===== config.mk =====
export PLATFORM = sky130hd
export DESIGN_NAME = linear_probe_hash_set_core
export DESIGN_NICKNAME = d
export VERILOG_FILES = /design/src/rtl/lphs_pkg.sv /design/src/rtl/linear_probe_hash_set_core.sv /design/src/rtl/lphs_ctrl.sv /design/src/rtl/lphs_dp.sv
export SDC_FILE = /design/constraint.sdc
export NUM_CORES = 2
export LEC_CHECK = 0
export BUFFER_PORTS_ARGS = -buffer_cell sky130_fd_sc_hd__buf_2
export CORE_MARGIN = 3
export CORE_UTILIZATION = 40
export DETAILED_ROUTE_END_ITERATION = 16
export PLACE_DENSITY = 0.61
export SLEW_MARGIN = 30
export SYNTH_ARGS = -nofsm -noshare
export SYNTH_HDL_FRONTEND = slang
export SYNTH_SLANG_ARGS = --single-unit

===== constraint.sdc =====
create_clock -name clk -period 5.5 [get_ports clk]
set_clock_uncertainty 0.2 [all_clocks]
set_input_delay 0 -clock clk [delete_from_list [all_inputs] [get_ports clk]]
set_output_delay 0 -clock clk [all_outputs]
set_load 0.1 [all_outputs]

===== src/rtl/lphs_pkg.sv =====
// ----------------------------------------------------------------------------
// lphs_pkg
// Shared types, codes and sizes for the linear probing hash set core.
// ----------------------------------------------------------------------------
`default_nettype none

package lphs_pkg;

    // Default sizes for the top level parameters.
    localparam int SLOTS_DEF       = 26;
    localparam int MAX_LETTERS_DEF = 12;

    // Fixed field widths of the request and response beats, the live count width and the alphabet size.
    localparam int LETTER_W = 5;
    localparam int CHARS_W  = 60;
    localparam int LEN_W    = 4;
    localparam int IDX_W    = 5;
    localparam int LIVE_W   = 5;
    localparam int ALPHABET = 26;

    typedef enum logic [1:0] {
        ACT_INSERT = 2'd0,
        ACT_DELETE = 2'd1,
        ACT_SEARCH = 2'd2,
        ACT_DUMP   = 2'd3
    } action_t;

    typedef enum logic [2:0] {
        ST_INSERTED  = 3'd0,
        ST_DUPLICATE = 3'd1,
        ST_FULL      = 3'd2,
        ST_FOUND     = 3'd3,
        ST_NOT_FOUND = 3'd4,
        ST_DELETED   = 3'd5,
        ST_DUMP      = 3'd6
    } status_t;

    typedef enum logic [1:0] {
        MARK_UNUSED = 2'd0,
        MARK_TOMB   = 2'd1,
        MARK_OCC    = 2'd2
    } mark_t;

    typedef struct packed {
        logic [1:0]         action;
        logic [CHARS_W-1:0] key_chars;
        logic [LEN_W-1:0]   key_length;
    } req_item_t;

    typedef struct packed {
        logic [2:0]         status;
        logic [IDX_W-1:0]   slot_index;
        logic [1:0]         slot_state;
        logic [CHARS_W-1:0] stored_chars;
        logic [LEN_W-1:0]   stored_length;
        logic               last_of_run;
    } rsp_item_t;

    // Commands from the controller to the datapath.
    typedef struct packed {
        logic load_item;
        logic issue_rd;
        logic find_step;
        logic set_noslot;
        logic out_from_res;
        logic out_from_dump;
    } ctl_cmd_t;

    // Status from the datapath to the controller.
    typedef struct packed {
        logic is_dump;
        logic no_slot;
        logic find_stop;
        logic dump_last;
        logic out_free;
    } dp_stat_t;

endpackage

`default_nettype wire


===== src/rtl/linear_probe_hash_set_core.sv =====
// ----------------------------------------------------------------------------
// linear_probe_hash_set_core
// Insert, delete and search probe k slots (1..SLOTS) between the request
// beat and the response beat. A request with a bad key, or an insert into a
// full table, skips the probe walk. Throughput: one request at a time; a
// dump streams SLOTS beats, one a cycle while the response side takes them.
// Reset: rst_n clears every slot to unused and the live count to zero at once.
// ----------------------------------------------------------------------------
`default_nettype none

// The probe walk reads one slot per cycle from the key store, whose read
// data is registered, so the compare for a slot happens in the cycle after
// its address is issued. The walk length therefore sets the request time.
// The response sits in an output register, so the next request can be
// accepted while the previous response still waits to be taken.
module linear_probe_hash_set_core #(
    parameter int SLOTS       = lphs_pkg::SLOTS_DEF,
    parameter int MAX_LETTERS = lphs_pkg::MAX_LETTERS_DEF
) (
    input  wire logic               clk,
    input  wire logic               rst_n,
    input  wire logic               req_valid,
    output logic                    req_ready,
    input  lphs_pkg::req_item_t     req_item,
    output logic                    rsp_valid,
    input  wire logic               rsp_ready,
    output lphs_pkg::rsp_item_t     rsp_item
);

    // Commands and status between the sequencer and the datapath.
    lphs_pkg::ctl_cmd_t cmd;
    lphs_pkg::dp_stat_t stat;

    // The sequencer decides which step runs each cycle: accept a beat,
    // decode it, walk the probe sequence, hand off a result, or stream
    // the dump beats while the response side keeps taking them.
    lphs_ctrl u_ctrl (
        .clk       (clk),
        .rst_n     (rst_n),
        .req_valid (req_valid),
        .req_ready (req_ready),
        .stat      (stat),
        .cmd       (cmd)
    );

    // The datapath holds the slot marks in flops (so reset clears them),
    // the key letters in a memory whose data is used only behind an occupied
    // mark, the live count, the probe pointer and the response register.
    lphs_dp #(
        .SLOTS       (SLOTS),
        .MAX_LETTERS (MAX_LETTERS)
    ) u_dp (
        .clk       (clk),
        .rst_n     (rst_n),
        .req_item  (req_item),
        .cmd       (cmd),
        .stat      (stat),
        .rsp_ready (rsp_ready),
        .rsp_valid (rsp_valid),
        .rsp_item  (rsp_item)
    );

endmodule

`default_nettype wire


===== src/rtl/lphs_ctrl.sv =====
// ----------------------------------------------------------------------------
// lphs_ctrl
// Sequencer that steps one request through decode, probe walk or dump.
// ----------------------------------------------------------------------------
`default_nettype none

module lphs_ctrl (
    input  wire logic               clk,
    input  wire logic               rst_n,
    input  wire logic               req_valid,
    output logic                    req_ready,
    input  lphs_pkg::dp_stat_t      stat,
    output lphs_pkg::ctl_cmd_t      cmd
);

    typedef enum logic [4:0] {
        S_IDLE   = 5'b00001,
        S_DECIDE = 5'b00010,
        S_FIND   = 5'b00100,
        S_EMIT   = 5'b01000,
        S_DUMP   = 5'b10000
    } state_t;

    state_t state_reg;
    state_t state_next;

    always_ff @(posedge clk or negedge rst_n)
    begin
        if (!rst_n)
        begin
            state_reg <= S_IDLE;
        end
        else
        begin
            state_reg <= state_next;
        end
    end

    always_comb
    begin
        state_next = state_reg;
        cmd        = '0;
        req_ready  = 1'b0;
        case (state_reg)
            S_IDLE:
            begin
                req_ready = 1'b1;
                if (req_valid)
                begin
                    cmd.load_item = 1'b1;
                    state_next    = S_DECIDE;
                end
            end
            S_DECIDE:
            begin
                if (stat.is_dump)
                begin
                    cmd.issue_rd = 1'b1;
                    state_next   = S_DUMP;
                end
                else if (stat.no_slot)
                begin
                    cmd.set_noslot = 1'b1;
                    state_next     = S_EMIT;
                end
                else
                begin
                    cmd.issue_rd = 1'b1;
                    state_next   = S_FIND;
                end
            end
            S_FIND:
            begin
                // The read issued on the stopping cycle is simply dropped.
                cmd.issue_rd  = 1'b1;
                cmd.find_step = 1'b1;
                if (stat.find_stop)
                begin
                    state_next = S_EMIT;
                end
            end
            S_EMIT:
            begin
                if (stat.out_free)
                begin
                    cmd.out_from_res = 1'b1;
                    state_next       = S_IDLE;
                end
            end
            S_DUMP:
            begin
                if (stat.out_free)
                begin
                    cmd.out_from_dump = 1'b1;
                    if (stat.dump_last)
                    begin
                        state_next = S_IDLE;
                    end
                    else
                    begin
                        cmd.issue_rd = 1'b1;
                    end
                end
            end
            default:
            begin
                state_next = S_IDLE;
            end
        endcase
    end

endmodule

`default_nettype wire


===== src/rtl/lphs_dp.sv =====
// ----------------------------------------------------------------------------
// lphs_dp
// Key decode, slot storage, probe compare, live count and response register.
// ----------------------------------------------------------------------------
`default_nettype none

module lphs_dp #(
    parameter int SLOTS       = lphs_pkg::SLOTS_DEF,
    parameter int MAX_LETTERS = lphs_pkg::MAX_LETTERS_DEF
) (
    input  wire logic               clk,
    input  wire logic               rst_n,
    input  lphs_pkg::req_item_t     req_item,
    input  lphs_pkg::ctl_cmd_t      cmd,
    output lphs_pkg::dp_stat_t      stat,
    input  wire logic               rsp_ready,
    output logic                    rsp_valid,
    output lphs_pkg::rsp_item_t     rsp_item
);

    localparam int IW = $clog2(SLOTS);
    localparam int CW = MAX_LETTERS * lphs_pkg::LETTER_W;
    localparam int DW = CW + lphs_pkg::LEN_W;
    localparam logic [IW-1:0] LAST_IDX = IW'(SLOTS - 1);

    // Request decode.
    logic [lphs_pkg::LEN_W-1:0]    req_len;
    logic                          len_ok;
    logic                          letters_ok;
    logic [CW-1:0]                 key_masked;
    logic [lphs_pkg::LETTER_W-1:0] last_letter;
    logic [IW-1:0]                 home;

    // Latched request.
    logic [1:0]                    action_reg;
    logic [CW-1:0]                 key_reg;
    logic [lphs_pkg::LEN_W-1:0]    len_reg;
    logic                          valid_reg;

    // Walk state.
    logic [IW-1:0]                 ptr_reg;
    logic [IW-1:0]                 cnt_reg;
    logic                          free_found_reg;
    logic [IW-1:0]                 free_idx_reg;
    logic [lphs_pkg::LIVE_W-1:0]   live_reg;

    // Slot storage.
    lphs_pkg::mark_t               mark_reg [SLOTS];
    logic [DW-1:0]                 slot_mem [SLOTS];
    logic [DW-1:0]                 rd_data_reg;
    lphs_pkg::mark_t               rd_mark_reg;
    logic [IW-1:0]                 rd_idx_reg;

    // Results.
    lphs_pkg::rsp_item_t           res_reg;
    lphs_pkg::rsp_item_t           out_reg;
    logic                          out_valid_reg;
    lphs_pkg::rsp_item_t           find_res;
    lphs_pkg::rsp_item_t           noslot_res;
    lphs_pkg::rsp_item_t           dump_res;

    logic [CW-1:0]                 rd_chars;
    logic [lphs_pkg::LEN_W-1:0]    rd_len;
    logic                          rd_occ;
    logic                          rd_match;
    logic                          find_stop;
    logic                          eff_free_found;
    logic [IW-1:0]                 eff_free_idx;
    logic                          ins_now;
    logic                          del_now;

    always_comb
    begin
        req_len     = req_item.key_length;
        len_ok      = (req_len >= lphs_pkg::LEN_W'(1)) &&
                      (req_len <= lphs_pkg::LEN_W'(MAX_LETTERS));
        letters_ok  = 1'b1;
        key_masked  = '0;
        last_letter = '0;
        for (int i = 0; i < MAX_LETTERS; i++)
        begin
            if (lphs_pkg::LEN_W'(i) < req_len)
            begin
                key_masked[i*lphs_pkg::LETTER_W +: lphs_pkg::LETTER_W] =
                    req_item.key_chars[i*lphs_pkg::LETTER_W +: lphs_pkg::LETTER_W];
                if (req_item.key_chars[i*lphs_pkg::LETTER_W +: lphs_pkg::LETTER_W] >=
                    lphs_pkg::LETTER_W'(lphs_pkg::ALPHABET))
                begin
                    letters_ok = 1'b0;
                end
            end
            if (lphs_pkg::LEN_W'(i + 1) == req_len)
            begin
                last_letter =
                    req_item.key_chars[i*lphs_pkg::LETTER_W +: lphs_pkg::LETTER_W];
            end
        end
        // Home slot is the last letter folded into the slot range.
        home = '0;
        for (int v = 0; v < (1 << lphs_pkg::LETTER_W); v++)
        begin
            if (last_letter == lphs_pkg::LETTER_W'(v))
            begin
                home = IW'(v % SLOTS);
            end
        end
    end

    always_ff @(posedge clk)
    begin
        if (cmd.load_item)
        begin
            action_reg <= req_item.action;
            key_reg    <= key_masked;
            len_reg    <= req_len;
            valid_reg  <= len_ok && letters_ok;
        end
    end

    // Probe compare on the slot read in the previous cycle.
    always_comb
    begin
        rd_chars       = rd_data_reg[CW-1:0];
        rd_len         = rd_data_reg[CW +: lphs_pkg::LEN_W];
        rd_occ         = (rd_mark_reg == lphs_pkg::MARK_OCC);
        rd_match       = rd_occ && (rd_chars == key_reg) && (rd_len == len_reg);
        find_stop      = (rd_mark_reg == lphs_pkg::MARK_UNUSED) || rd_match ||
                         (cnt_reg == LAST_IDX);
        eff_free_found = free_found_reg || !rd_occ;
        eff_free_idx   = free_found_reg ? free_idx_reg : rd_idx_reg;
        ins_now        = cmd.find_step && find_stop && !rd_match &&
                         (action_reg == lphs_pkg::ACT_INSERT) && eff_free_found;
        del_now        = cmd.find_step && find_stop && rd_match &&
                         (action_reg == lphs_pkg::ACT_DELETE);
    end

    always_comb
    begin
        find_res             = '0;
        find_res.last_of_run = 1'b1;
        if (rd_match)
        begin
            find_res.slot_index = lphs_pkg::IDX_W'(rd_idx_reg);
            case (action_reg)
                lphs_pkg::ACT_INSERT:
                begin
                    find_res.status        = lphs_pkg::ST_DUPLICATE;
                    find_res.slot_state    = lphs_pkg::MARK_OCC;
                    find_res.stored_chars  = lphs_pkg::CHARS_W'(rd_chars);
                    find_res.stored_length = rd_len;
                end
                lphs_pkg::ACT_DELETE:
                begin
                    find_res.status     = lphs_pkg::ST_DELETED;
                    find_res.slot_state = lphs_pkg::MARK_TOMB;
                end
                default:
                begin
                    find_res.status        = lphs_pkg::ST_FOUND;
                    find_res.slot_state    = lphs_pkg::MARK_OCC;
                    find_res.stored_chars  = lphs_pkg::CHARS_W'(rd_chars);
                    find_res.stored_length = rd_len;
                end
            endcase
        end
        else if (action_reg == lphs_pkg::ACT_INSERT)
        begin
            if (eff_free_found)
            begin
                find_res.status        = lphs_pkg::ST_INSERTED;
                find_res.slot_index    = lphs_pkg::IDX_W'(eff_free_idx);
                find_res.slot_state    = lphs_pkg::MARK_OCC;
                find_res.stored_chars  = lphs_pkg::CHARS_W'(key_reg);
                find_res.stored_length = len_reg;
            end
            else
            begin
                find_res.status = lphs_pkg::ST_FULL;
            end
        end
        else
        begin
            find_res.status = lphs_pkg::ST_NOT_FOUND;
        end
    end

    always_comb
    begin
        noslot_res             = '0;
        noslot_res.status      = (action_reg == lphs_pkg::ACT_INSERT) ?
                                 lphs_pkg::ST_FULL : lphs_pkg::ST_NOT_FOUND;
        noslot_res.last_of_run = 1'b1;

        dump_res               = '0;
        dump_res.status        = lphs_pkg::ST_DUMP;
        dump_res.slot_index    = lphs_pkg::IDX_W'(rd_idx_reg);
        dump_res.slot_state    = rd_mark_reg;
        dump_res.last_of_run   = (rd_idx_reg == LAST_IDX);
        if (rd_occ)
        begin
            dump_res.stored_chars  = lphs_pkg::CHARS_W'(rd_chars);
            dump_res.stored_length = rd_len;
        end
    end

    always_ff @(posedge clk or negedge rst_n)
    begin
        if (!rst_n)
        begin
            ptr_reg        <= '0;
            cnt_reg        <= '0;
            free_found_reg <= 1'b0;
            free_idx_reg   <= '0;
            live_reg       <= '0;
            out_valid_reg  <= 1'b0;
        end
        else
        begin
            if (cmd.load_item)
            begin
                ptr_reg <= (req_item.action == lphs_pkg::ACT_DUMP) ? '0 : home;
            end
            else if (cmd.issue_rd)
            begin
                ptr_reg <= (ptr_reg == LAST_IDX) ? '0 : ptr_reg + IW'(1);
            end

            if (cmd.load_item)
            begin
                cnt_reg        <= '0;
                free_found_reg <= 1'b0;
            end
            else if (cmd.find_step && !find_stop)
            begin
                cnt_reg <= cnt_reg + IW'(1);
                if (!rd_occ && !free_found_reg)
                begin
                    free_found_reg <= 1'b1;
                    free_idx_reg   <= rd_idx_reg;
                end
            end

            if (ins_now)
            begin
                live_reg <= live_reg + lphs_pkg::LIVE_W'(1);
            end
            else if (del_now && (live_reg != '0))
            begin
                live_reg <= live_reg - lphs_pkg::LIVE_W'(1);
            end

            if (cmd.out_from_res || cmd.out_from_dump)
            begin
                out_valid_reg <= 1'b1;
            end
            else if (rsp_ready)
            begin
                out_valid_reg <= 1'b0;
            end
        end
    end

    always_ff @(posedge clk or negedge rst_n)
    begin
        if (!rst_n)
        begin
            for (int s = 0; s < SLOTS; s++)
            begin
                mark_reg[s] <= lphs_pkg::MARK_UNUSED;
            end
        end
        else
        begin
            if (ins_now)
            begin
                mark_reg[eff_free_idx] <= lphs_pkg::MARK_OCC;
            end
            if (del_now)
            begin
                mark_reg[rd_idx_reg] <= lphs_pkg::MARK_TOMB;
            end
        end
    end

    // Key storage: one write port, one registered read port.
    always_ff @(posedge clk)
    begin
        if (ins_now)
        begin
            slot_mem[eff_free_idx] <= {len_reg, key_reg};
        end
        if (cmd.issue_rd)
        begin
            rd_data_reg <= slot_mem[ptr_reg];
            rd_mark_reg <= mark_reg[ptr_reg];
            rd_idx_reg  <= ptr_reg;
        end
    end

    always_ff @(posedge clk)
    begin
        if (cmd.set_noslot)
        begin
            res_reg <= noslot_res;
        end
        else if (cmd.find_step && find_stop)
        begin
            res_reg <= find_res;
        end

        if (cmd.out_from_res)
        begin
            out_reg <= res_reg;
        end
        else if (cmd.out_from_dump)
        begin
            out_reg <= dump_res;
        end
    end

    always_comb
    begin
        stat.is_dump   = (action_reg == lphs_pkg::ACT_DUMP);
        stat.no_slot   = !valid_reg ||
                         ((action_reg == lphs_pkg::ACT_INSERT) &&
                          (live_reg >= lphs_pkg::LIVE_W'(SLOTS)));
        stat.find_stop = find_stop;
        stat.dump_last = (rd_idx_reg == LAST_IDX);
        stat.out_free  = !out_valid_reg || rsp_ready;
    end

    assign rsp_valid = out_valid_reg;
    assign rsp_item  = out_reg;

endmodule

`default_nettype wire


==> flow_summary.json <==
{
  "yosysWarnings": 0,
  "drt_iter0_drc": 5589,
  "cts_tree": "built",
  "dr.pass1.iters": 6,
  "grt_pass1_vias": 45170,
  "clock.fmax_ghz": 0.1931,
  "final.period_utilization": 0.9415,
  "tns_ns": 0,
  "nNetsFinal": 4923,
  "syn_inst": 4418,
  "fin_crit_ns": 5.178,
  "path_class": "reg2reg",
  "fillers": 16620,
  "die-area_um2": 205900,
  "synth.area.top_cells": "edfxtp_1 (70%), mux4_2 (9.9%), mux2i_1 (2.9%), dfrtp_1 (2.4%), nand2_1 (1.8%)",
  "cap_violations": 0,
  "pin_count": 147,
  "num_rows": 163,
  "syn-mean-instance-area_um2": 18.15,
  "htreeDepth": 4,
  "place_inst": 7132,
  "slew_headroom": 0.2870,
  "synth_top_area_cell": "edfxtp_1",
  "avgRoutedWirePerCell_um": 30.84,
  "area_delta_synth_final_pct": 16.70,
  "synth_seq_cells": 2030,
  "min_path_type": "in2async",
  "grt_pass1_wl_um": 337000,
  "synth_edf_count": 1880,
  "worstPathArrival_ns": 5.71,
  "ys_top_cells_by_count": "edfxtp_1 (1880), nand2_1 (393), mux4_2 (354)",
  "synth_ff_type": "edfxtp_1",
  "netlist_area_um2": 80190,
  "grt_antenna_before_repair": 12,
  "top_usage_layer": "met2",
  "die_h_um": 453.7,
  "routed_wl_um": 236500,
  "ys_seq_area_frac": 0.7464,
  "grt_util_met1": 0.3090,
  "rsz0062_at_grt": "false",
  "synth_top_area_frac": 0.7040,
  "critPathMaxFanout": 64,
  "end_kind": "register",
  "synth.net_count": 4496,
  "drive_gt1_frac": 0.2214,
  "cts_sinks": 2030,
  "ir_drop_mv": 0.6149,
  "clock_path_buffers": 3,
  "numCtsBuffers": 205,
  "cp-start-kind": "register",
  "vias": 45210,
  "core-area_um2": 198200,
  "reg2reg_depth": 13,
  "drtAntennaViolNets": 0,
  "grt_max_degree": 120,
  "cp.required_ns": 6.03,
  "finalCoreUtilization": 0.4721,
  "gr-total-overflow": 0,
  "use_met3": 0.03741,
  "power_density_nw_per_um2": 471.0,
  "die_w_um": 453.7,
  "post-route-drc-count": 0,
  "largest_reg_flops": 1664,
  "tightest_slew_ns": 1.069,
  "synthArstFlopShare": 0.03892,
  "hold_violations": 0,
  "hpwl_um": 138700,
  "synth_most_common_cell": "edfxtp_1",
  "grtUsageTotal": 0.2283,
  "cts_root_buffer": "clkbuf_16",
  "instances_no_fill": 7671,
  "viasPerCell": 5.893,
  "portBuffers": 146,
  "drv_slew": 0,
  "start_util": 0.4045,
  "clk-insertion-delay-late_ns": 0.86,
  "leakagePower_nw": 31.35,
  "place.gp.congestion": 0.9354,
  "grt_use_met2": 0.3602,
  "ys_types": 72,
  "outcome": "completed",
  "clk_pin_slew_worst_paths_ns": 0.06,
  "finalSetupViolations": 0
}
==> power by group <==
group          leakage (nW)  total (mW)  switching, mW  internal (mW)
Combinational          9.50        11.6           7.08           4.48
Clock                  3.22        13.7           6.00           7.70
Sequential             18.6        18.8          0.624           18.2
==> through the flow <==
stage          setup slack, ns  power [mW]  cell area (um2)  hold WS (ns)
4_1_cts                0.08800       44.29            93530     0.0007212
3_3_place_gp            0.2746       30.50            85450       -0.2238
2_1_floorplan          0.03423       26.15            80200       -0.4956
5_1_grt               0.006398       45.62            93570       0.02177
6_report                0.3218       44.08            93580       0.04804
3_5_place_dp            0.1161       30.55            85480       -0.2184
==> cell families after synthesis <==
family / Yosys count / share of synthesized area
DFF: 2030 / 0.7464
and+or+nand+nor: 829 / 0.04810
muxes: 667 / 0.1397
AOI/OAI and AO/OA: 559 / 0.04522
buffers and inverters: 267 / 0.01287
xor gates and xnor gates: 58 / 0.006335
adders and majority gates: 8 / 0.001342
==> routing by layer <==
metal	vias to the layer above	routed length (um)
li1	18670	-
met1	23750	93970
met2	2237	111800
met3	550	17410
met4	0	13350
met5	-	0
==> path summary, 6_finish.rpt <==
kind	start	to	slack, ns
max	u_dp.key_reg[0]	u_dp.live_reg[3]	0.32
min	rst_n	u_ctrl.state_reg[1]	0.05
max reg2reg	u_dp.key_reg[0]	u_dp.live_reg[3]	0.32
min reg2reg	u_dp.res_reg[1]	u_dp.res_reg[1]	0.24
max in group asynchronous	rst_n	u_dp.ptr_reg[3]	4.26
min in group clk	req_item[42]	u_dp.key_reg[38]	0.06
==> layout by cell type (no fill, tap or decap), types with 11 or more instances in the layout <==
cell type      instances
nand2b_1              16
a22oi_1               65
nor2_1                99
buf_2                145
dlygate4sd3_1        142
nor3_1                16
clkbuf_1              59
o21ai_0              110
buf_4                134
and2_1                28
mux4_2               354
o211ai_1              15
nor2b_1               77
clkbuf_8              15
o31ai_1               30
nand3_1               80
clkinv_2              35
mux2i_1              233
edfxtp_1            1880
buf_12                45
a2111oi_0             60
a211oi_1              14
dfrtp_1               73
nor4_1                24
inv_1                 14
a31oi_1               33
bufinv_16             11
clkbuf_16            207
a21oi_1              116
mux2_2                80
clkinv_1              40
nand2_1              391
nor2_4                27
dfxtp_1               71
o22ai_1               63
xor2_1                49
==> worst max-delay path, stage by stage, from the launching register on <==
cell and delay [ns]:
edfxtp_1 0.98, xor2_1 0.17, nor4_1 0.67, nand4_1 0.28
nor4_4 0.64, a21oi_4 0.15, buf_4 0.41, inv_2 0.15
buf_4 0.33, ha_1 0.30, a21o_1 0.18, a21oi_1 0.21
xnor2_1 0.09, mux2_2 0.25
==> cell type report <==
cell class / instances / area (um2) / share of cell area
Inverter: 17 / 65.06 / 0.0006953
Timing Repair Buffer: 470 / 4115 / 0.04398
Antenna cell: 5 / 12.51 / 0.0001337
Clock buffer: 281 / 5608 / 0.05993
Multi-Input combinational cell: 2121 / 19610 / 0.2096
Clock inverter: 107 / 992.2 / 0.01060
Tap cell: 2640 / 3303 / 0.03530
Sequential cell: 2030 / 59870 / 0.6398
==> repair_timing <==
action,4_1_cts,5_1_grt
endpoints found under the hold margin,183,0
buffers inserted,0,0
hold buffers,143,0
gates resized for setup,0,0
(Power assumes the default switching activity.)
